<file path="config.mk">
export PLATFORM = sky130hd
export DESIGN_NAME = set_successor_query
export DESIGN_NICKNAME = d
export VERILOG_FILES = /design/src/rtl/ssq_pkg.sv /design/src/rtl/ssq_ctrl.sv /design/src/rtl/ssq_datapath.sv /design/src/rtl/set_successor_query.sv
export SDC_FILE = /design/constraint.sdc
export NUM_CORES = 2
export LEC_CHECK = 0
export BUFFER_PORTS_ARGS = -buffer_cell sky130_fd_sc_hd__buf_2
export CORE_ASPECT_RATIO = 0.7
export CORE_MARGIN = 2
export CORE_UTILIZATION = 34
export DETAILED_ROUTE_END_ITERATION = 10
export HOLD_SLACK_MARGIN = 0.1
export PLACE_DENSITY_LB_ADDON = 0.2
export SLEW_MARGIN = 5
export SYNTH_ARGS = -nofsm -noshare
export SYNTH_HDL_FRONTEND = slang
export SYNTH_HIERARCHICAL = 1
export SYNTH_SLANG_ARGS = --single-unit
</file>
<file path="constraint.sdc">
create_clock -name clk -period 7.08 [get_ports clk]
set_input_delay 1.416 -clock clk [delete_from_list [all_inputs] [get_ports clk]]
set_output_delay 1.416 -clock clk [all_outputs]
set_load 0.03 [all_outputs]
</file>
<file path="src/rtl/ssq_pkg.sv">
// Shared types and constants for the set successor query block.
package ssq_pkg;

    // Default number of entries in the stored set.
    localparam int SET_DEPTH_DEF = 64;

    // Width of one stored value.
    localparam int VALUE_W = 32;

    // One incoming request.
    typedef struct packed {
        logic signed [VALUE_W-1:0] value;
        logic                      start_req;
    } req_t;

    // One result.
    typedef struct packed {
        logic                      found;
        logic signed [VALUE_W-1:0] successor;
        logic                      overflow;
    } rsp_t;

    // Commands from the controller to the datapath.
    typedef struct packed {
        logic load;    // capture a new request and restart the scan
        logic scan;    // step the scan through the stored entries
        logic commit;  // insert the value and load the result register
    } cmd_t;

    // Status from the datapath to the controller.
    typedef struct packed {
        logic scan_done;
    } sts_t;

endpackage

</file>
<file path="src/rtl/ssq_ctrl.sv">
// Controller state machine for the set successor query block.
module ssq_ctrl
    import ssq_pkg::*;
(
    input  logic clk,
    input  logic rst_n,
    input  logic req_valid,
    output logic req_stall,
    output logic rsp_valid,
    input  logic rsp_stall,
    input  sts_t sts,
    output cmd_t cmd
);

    typedef enum logic [1:0] {
        ST_IDLE,
        ST_SCAN,
        ST_FINISH
    } state_t;

    state_t state_reg;
    state_t state_next;
    logic   rsp_valid_reg;
    logic   rsp_valid_next;

    // Commands follow from the current state and the handshakes.
    always_comb
    begin
        cmd.load   = (state_reg == ST_IDLE) && req_valid;
        cmd.scan   = (state_reg == ST_SCAN);
        cmd.commit = (state_reg == ST_FINISH) && (!rsp_valid_reg || !rsp_stall);
    end

    // Next state and result valid.
    always_comb
    begin
        state_next = state_reg;
        unique case (state_reg)
            ST_IDLE:
            begin
                if (req_valid)
                begin
                    state_next = ST_SCAN;
                end
            end
            ST_SCAN:
            begin
                if (sts.scan_done)
                begin
                    state_next = ST_FINISH;
                end
            end
            ST_FINISH:
            begin
                if (cmd.commit)
                begin
                    state_next = ST_IDLE;
                end
            end
            default:
            begin
                state_next = ST_IDLE;
            end
        endcase

        priority if (cmd.commit)
        begin
            rsp_valid_next = 1'b1;
        end
        else if (!rsp_stall)
        begin
            rsp_valid_next = 1'b0;
        end
        else
        begin
            rsp_valid_next = rsp_valid_reg;
        end
    end

    // State and registered outputs.
    always_ff @(posedge clk or negedge rst_n)
    begin
        if (!rst_n)
        begin
            state_reg     <= ST_IDLE;
            rsp_valid_reg <= 1'b0;
        end
        else
        begin
            state_reg     <= state_next;
            rsp_valid_reg <= rsp_valid_next;
        end
    end

    assign req_stall = (state_reg != ST_IDLE);
    assign rsp_valid = rsp_valid_reg;

endmodule

</file>
<file path="src/rtl/ssq_datapath.sv">
// Datapath: set memory, entry count, scan compare and result register.
module ssq_datapath
    import ssq_pkg::*;
#(
    parameter int SET_DEPTH = SET_DEPTH_DEF
)
(
    input  logic clk,
    input  logic rst_n,
    input  cmd_t cmd,
    output sts_t sts,
    input  req_t req_data,
    output rsp_t rsp_data
);

    localparam int IDX_W = (SET_DEPTH > 1) ? $clog2(SET_DEPTH) : 1;
    localparam int CNT_W = $clog2(SET_DEPTH + 1);
    localparam logic [CNT_W-1:0] DEPTH_CNT = CNT_W'(SET_DEPTH);

    // Stored values; only entries below the count are ever read.
    logic signed [VALUE_W-1:0] mem [SET_DEPTH];

    logic [CNT_W-1:0]          count_reg;
    logic [CNT_W-1:0]          count_next;
    logic [CNT_W-1:0]          rd_idx_reg;
    logic [CNT_W-1:0]          rd_idx_next;
    logic                      rd_vld_reg;
    logic                      rd_vld_next;
    logic signed [VALUE_W-1:0] rd_data_reg;
    logic signed [VALUE_W-1:0] value_reg;
    logic                      have_reg;
    logic                      have_next;
    logic                      present_reg;
    logic                      present_next;
    logic signed [VALUE_W-1:0] best_reg;
    logic signed [VALUE_W-1:0] best_next;
    rsp_t                      rsp_reg;
    logic                      rd_en;
    logic                      wr_en;
    logic                      not_full;

    assign not_full = (count_reg < DEPTH_CNT);
    assign rd_en    = cmd.scan && (rd_idx_reg < count_reg);
    assign wr_en    = cmd.commit && !present_reg && not_full;

    // The scan is over once every entry was read and the last one compared.
    assign sts.scan_done = (rd_idx_reg == count_reg) && !rd_vld_reg;

    // Scan bookkeeping and the running minimum over greater entries.
    always_comb
    begin
        count_next   = count_reg;
        rd_idx_next  = rd_idx_reg;
        rd_vld_next  = rd_en;
        have_next    = have_reg;
        present_next = present_reg;
        best_next    = best_reg;

        if (cmd.load)
        begin
            rd_idx_next  = '0;
            rd_vld_next  = 1'b0;
            have_next    = 1'b0;
            present_next = 1'b0;
            if (req_data.start_req)
            begin
                count_next = '0;
            end
        end
        else
        begin
            if (rd_en)
            begin
                rd_idx_next = rd_idx_reg + 1'b1;
            end
            if (rd_vld_reg)
            begin
                if (rd_data_reg == value_reg)
                begin
                    present_next = 1'b1;
                end
                else if ((rd_data_reg > value_reg) && (!have_reg || (rd_data_reg < best_reg)))
                begin
                    have_next = 1'b1;
                    best_next = rd_data_reg;
                end
            end
            if (wr_en)
            begin
                count_next = count_reg + 1'b1;
            end
        end
    end

    // Control registers.
    always_ff @(posedge clk or negedge rst_n)
    begin
        if (!rst_n)
        begin
            count_reg   <= '0;
            rd_idx_reg  <= '0;
            rd_vld_reg  <= 1'b0;
            have_reg    <= 1'b0;
            present_reg <= 1'b0;
        end
        else
        begin
            count_reg   <= count_next;
            rd_idx_reg  <= rd_idx_next;
            rd_vld_reg  <= rd_vld_next;
            have_reg    <= have_next;
            present_reg <= present_next;
        end
    end

    // Payload registers.
    always_ff @(posedge clk)
    begin
        best_reg <= best_next;
        if (cmd.load)
        begin
            value_reg <= req_data.value;
        end
        if (cmd.commit)
        begin
            rsp_reg.found     <= have_reg;
            rsp_reg.successor <= have_reg ? best_reg : '0;
            rsp_reg.overflow  <= !present_reg && !not_full;
        end
    end

    // Set memory: one read port with registered data, one write port.
    always_ff @(posedge clk)
    begin
        if (rd_en)
        begin
            rd_data_reg <= mem[rd_idx_reg[IDX_W-1:0]];
        end
        if (wr_en)
        begin
            mem[count_reg[IDX_W-1:0]] <= value_reg;
        end
    end

    assign rsp_data = rsp_reg;

endmodule

</file>
<file path="src/rtl/set_successor_query.sv">
// Top level of the set successor query block.
// Each request carries a signed 32-bit value; the block answers with the least
// stored value strictly greater than it (found = 0 and successor = 0 if none),
// then adds the value to the set unless it is already there. A set start flag
// empties the set first; a new value arriving at a full set is dropped and
// flagged as overflow. A request occupies the block through these steps, in order:
// it is accepted; the scan reads the stored entries, one entry a cycle through
// the single read port of the set memory; the last entry read is compared; the
// controller sees that the scan is over; and the value is inserted and the
// result loaded, which waits while an earlier result is still stalled at the
// output. The result sits in an output register, so the next request can be
// taken while it waits to be collected.
module set_successor_query
    import ssq_pkg::*;
#(
    parameter int SET_DEPTH = SET_DEPTH_DEF
)
(
    input  logic clk,
    input  logic rst_n,
    input  logic req_valid,
    output logic req_stall,
    input  req_t req_data,
    output logic rsp_valid,
    input  logic rsp_stall,
    output rsp_t rsp_data
);

    cmd_t cmd;
    sts_t sts;

    // Sequencer.
    ssq_ctrl u_ctrl (
        .clk       (clk),
        .rst_n     (rst_n),
        .req_valid (req_valid),
        .req_stall (req_stall),
        .rsp_valid (rsp_valid),
        .rsp_stall (rsp_stall),
        .sts       (sts),
        .cmd       (cmd)
    );

    // Storage and compare logic.
    ssq_datapath #(
        .SET_DEPTH (SET_DEPTH)
    ) u_datapath (
        .clk      (clk),
        .rst_n    (rst_n),
        .cmd      (cmd),
        .sts      (sts),
        .req_data (req_data),
        .rsp_data (rsp_data)
    );

endmodule

</file>
==> out/summary.txt <==
ROUTING
--------------------------------------------------------------------------------------
Vias after detailed routing .............................................       38,160
Total wire length .......................................................     227.4 mm
Count of unresolved DRC violations after routing ........................            0
First DRT Iteration DRCs ................................................        4,728
Mean routed wirelength per cell .........................................     31.38 um
Vias per std cell .......................................................        5.265
Count of TritonRoute iterations in the first routing pass ...............            5
Count of nets left with antenna violations after detail routing .........            0

LOGIC SYNTHESIS
--------------------------------------------------------------------------------------
Most used standard cells in the synthesized netlist ..................... sky130_fd_sc_hd__edfxtp_1, sky130_fd_sc_hd__mux4_2, sky130_fd_sc_hd__nor2_1
Proportion of netlist area held by the largest area contributor .........       0.7744
Unique masters post-synth ...............................................           50
Syn Nets ................................................................        3,583
Count of state elements after synthesis .................................        2,198
Synthesized instance count ..............................................        3,474
Post-synth EDFFs ........................................................        2,178
Leading register cell type out of synthesis ............................. sky130_fd_sc_hd__edfxtp_1
Share of synthesized area occupied by flip-flops and latches ............       0.7803
Yosys Warn Count ........................................................            6
Syn Std Cell Area .......................................................   84,460 um2
Yosys top cell by area .................................................. sky130_fd_sc_hd__edfxtp_1
Fraction of registers with async set/reset ..............................     0.009099
Most common cell in the synthesized netlist ............................. sky130_fd_sc_hd__edfxtp_1
Average cell area after synthesis .......................................    24.31 um2
Leading cell types by total area after synthesis ........................ sky130_fd_sc_hd__edfxtp_1, sky130_fd_sc_hd__mux4_2, sky130_fd_sc_hd__ha_1

STA
--------------------------------------------------------------------------------------
Post-route worst hold slack .............................................    0.5137 ns
Achievable Freq .........................................................    238.7 MHz
Post-layout min period ..................................................     4.189 ns
Setup TNS Final .........................................................         0 ns
Slew @ Worst Pin ........................................................     1.264 ns
Worst setup slack after layout ..........................................     2.891 ns
Post-route fraction of the period consumed by the critical path .........       0.5917
Final number of setup-violating endpoints ...............................            0
Number of max-slew violations in the final report .......................            0
Worst-case clock skew ...................................................   0.05682 ns
Setup repair after global routing missed its margin .....................        false
Worst relative slew slack ...............................................       0.1556
Final Hold Violating Endpoints ..........................................            0

GLOBAL ROUTE
--------------------------------------------------------------------------------------
Total congestion overflow after global routing ..........................            0
Wire length of the first global-routing pass ............................     314.8 mm
Via count of the first global-routing pass ..............................       37,710
Met2 global-route usage .................................................       0.2390
Antenna violations before repair ........................................           45
GR Util All Layers ......................................................       0.1793
Met3 track demand over resource .........................................      0.07140
Top Usage Layer GRT .....................................................         met1
Pin count of the biggest net entering global routing ....................          142
Global routing usage on met1 ............................................       0.2751

PLACEMENT
--------------------------------------------------------------------------------------
Final HPWL DP ...........................................................     142.0 mm
Input/output buffers ....................................................           72
Post-placement cell count ...............................................        6,864
Routability congestion estimate .........................................       0.8310
Pre-CTS setup slack .....................................................     2.432 ns

CRITICAL PATH
--------------------------------------------------------------------------------------
Worst Path Class, Setup .................................................   reg -> reg
Required arrival time at the worst endpoint .............................      7.53 ns
Slack of the worst reg-to-reg path ......................................      2.89 ns
WP data arrival .........................................................      4.64 ns
Critical Path End Type ..................................................    flip-flop
Top fanout value on the critical path ...................................           65
Startpoint types ........................................................    flip-flop
Worst-case reg-to-reg path depth ........................................           10

RUN
--------------------------------------------------------------------------------------
Max-cap violation count .................................................            0

HOLD PATH
--------------------------------------------------------------------------------------
Path class of the lowest-slack min-delay path ...........................   reg -> reg
Worst hold stages .......................................................            0

CLOCK NETWORK
--------------------------------------------------------------------------------------
Post-cts resize count ...................................................            0
Later-pin clock latency in the skew report ..............................      0.87 ns
Clk buf depth ...........................................................            4
Clock sink total ........................................................        2,198
Buffer count from post-CTS setup fixing .................................            0
CTS root buf ............................................................ sky130_fd_sc_hd__clkbuf_16
Number of buffers created by CTS ........................................          211
Number of buffers inserted by hold repair at cts ........................            0
CTS H-Tree Depth ........................................................            4
Clock slew at the register clock pins of the worst setup and hold paths .      0.06 ns
Clock tree from TritonCTS ...............................................        built

FINISH
--------------------------------------------------------------------------------------
Fraction of final layout cells sized beyond drive strength 1 ............       0.3214
Flip-flop count of the largest register after layout ....................        2,048
Total of fill cells in the finished design ..............................       21,980
# nets final ............................................................        3,854
Layout area overhead ....................................................       14.39%
Count of non-filler cells in the finished layout ........................        7,248

FLOORPLAN
--------------------------------------------------------------------------------------
Initial core utilization ................................................       0.3409
Floorplan die height ....................................................     421.0 um
Area of the core ........................................................  247,700 um2
Number of placed I/O pins ...............................................           73
Die area ................................................................  252,500 um2
X dimension of the die ..................................................     599.7 um
Number of cell rows .....................................................          153

POWER
--------------------------------------------------------------------------------------
Power consumption .......................................................     32.47 mW
Worst VDD drop ..........................................................    0.2448 mV
PwrDens ................................................................. 336.1 nW/um2
Reported leakage power ..................................................     29.11 nW

OUTCOME
--------------------------------------------------------------------------------------
Status .................................................................. finished clean

[final timing paths]
check,start,to
worst min-delay path,u_datapath/rd_data_reg[27],u_datapath/best_reg[27]
worst min register to register,u_datapath/rd_data_reg[27],u_datapath/best_reg[27]
max in group asynchronous,rst_n,u_datapath/rd_idx_reg[3]
worst max-delay path,u_datapath/value_reg[12],u_datapath/best_reg[29]
min in group asynchronous,rst_n,u_datapath/rd_idx_reg[0]
worst max register to register,u_datapath/value_reg[12],u_datapath/best_reg[29]
[cell families after synthesis]
kind of cell / after synthesis / share of synthesized area
flip-flops: 2198 / 0.7803
multiplexers: 675 / 0.1796
buffers and inverters: 241 / 0.01224
AND/OR/NAND/NOR: 207 / 0.01096
AO/OA/AOI/OAI: 73 / 0.005422
adder cells (fa/ha/maj): 72 / 0.01067
XOR/XNOR: 8 / 0.0008297
[per-layer routing]
| metal | wire length [um] | share of wire |
|---|---|---|
| met1 | 103900 | 0.46 |
| met2 | 93660 | 0.41 |
| met3 | 25780 | 0.11 |
| met4 | 3871 | 0.017 |
| met5 | 162 | 0.00071 |
[report_power, final]
part | switching (mW) | internal [mW]
registers | 0.342 | 15.1
logic | 3.68 | 2.35
clock network | 4.82 | 6.17
[area by class of cell]
type,instances,area (um2),area share
multi-input combinational,1035,18040,0.1868
timing repair buffer,223,1632,0.01689
tap,3332,4169,0.04315
antenna,8,20.02,0.0002072
clock inverter,115,978.4,0.01013
sequential,2198,65920,0.6823
inverter,76,285.3,0.002953
clock buffer,261,5563,0.05758
[through the flow]
stage / cell area (um2) / util
after floorplan: 84460 / -
after global placement: 90050 / 0.3635
after detailed placement: 90050 / 0.3635
after CTS: 96590 / 0.3899
after global routing: 96590 / 0.3899
final: 96610 / 0.3900
[worst max-delay path, cell delays in order (launching register included)]
cell and delay [ns]:
sky130_fd_sc_hd__edfxtp_1 0.32, sky130_fd_sc_hd__buf_4 0.60, sky130_fd_sc_hd__inv_1 0.11, sky130_fd_sc_hd__ha_1 0.30, sky130_fd_sc_hd__nand4_1 0.13, sky130_fd_sc_hd__or3_1 0.15, sky130_fd_sc_hd__a21oi_1 0.05, sky130_fd_sc_hd__a2111o_1 0.38
sky130_fd_sc_hd__a211oi_1 0.26, sky130_fd_sc_hd__mux2_2 0.40, sky130_fd_sc_hd__a21oi_4 0.87
[cell usage in the layout (no fill, tap or decap), types with 5 or more instances in the layout]
cell                            n
sky130_fd_sc_hd__a21o_1        15
sky130_fd_sc_hd__a21oi_1       22
sky130_fd_sc_hd__buf_12        11
sky130_fd_sc_hd__buf_2         72
sky130_fd_sc_hd__buf_4        140
sky130_fd_sc_hd__bufinv_16     17
sky130_fd_sc_hd__clkbuf_1      45
sky130_fd_sc_hd__clkbuf_16    215
sky130_fd_sc_hd__clkinv_1      48
sky130_fd_sc_hd__clkinv_2      38
sky130_fd_sc_hd__clkinvlp_4     6
sky130_fd_sc_hd__dfrtp_1       14
sky130_fd_sc_hd__diode_2        8
sky130_fd_sc_hd__edfxtp_1    2178
sky130_fd_sc_hd__ha_1          72
sky130_fd_sc_hd__inv_1         76
sky130_fd_sc_hd__mux4_2       672
sky130_fd_sc_hd__nand2_1       26
sky130_fd_sc_hd__nand2b_1       6
sky130_fd_sc_hd__nand3_1       15
sky130_fd_sc_hd__nand4_1       17
sky130_fd_sc_hd__nor2_1        55
sky130_fd_sc_hd__nor2_4        65
sky130_fd_sc_hd__nor2b_1        6
sky130_fd_sc_hd__o21ai_0       16
sky130_fd_sc_hd__xor2_1         5
(Power assumes the default switching activity.)
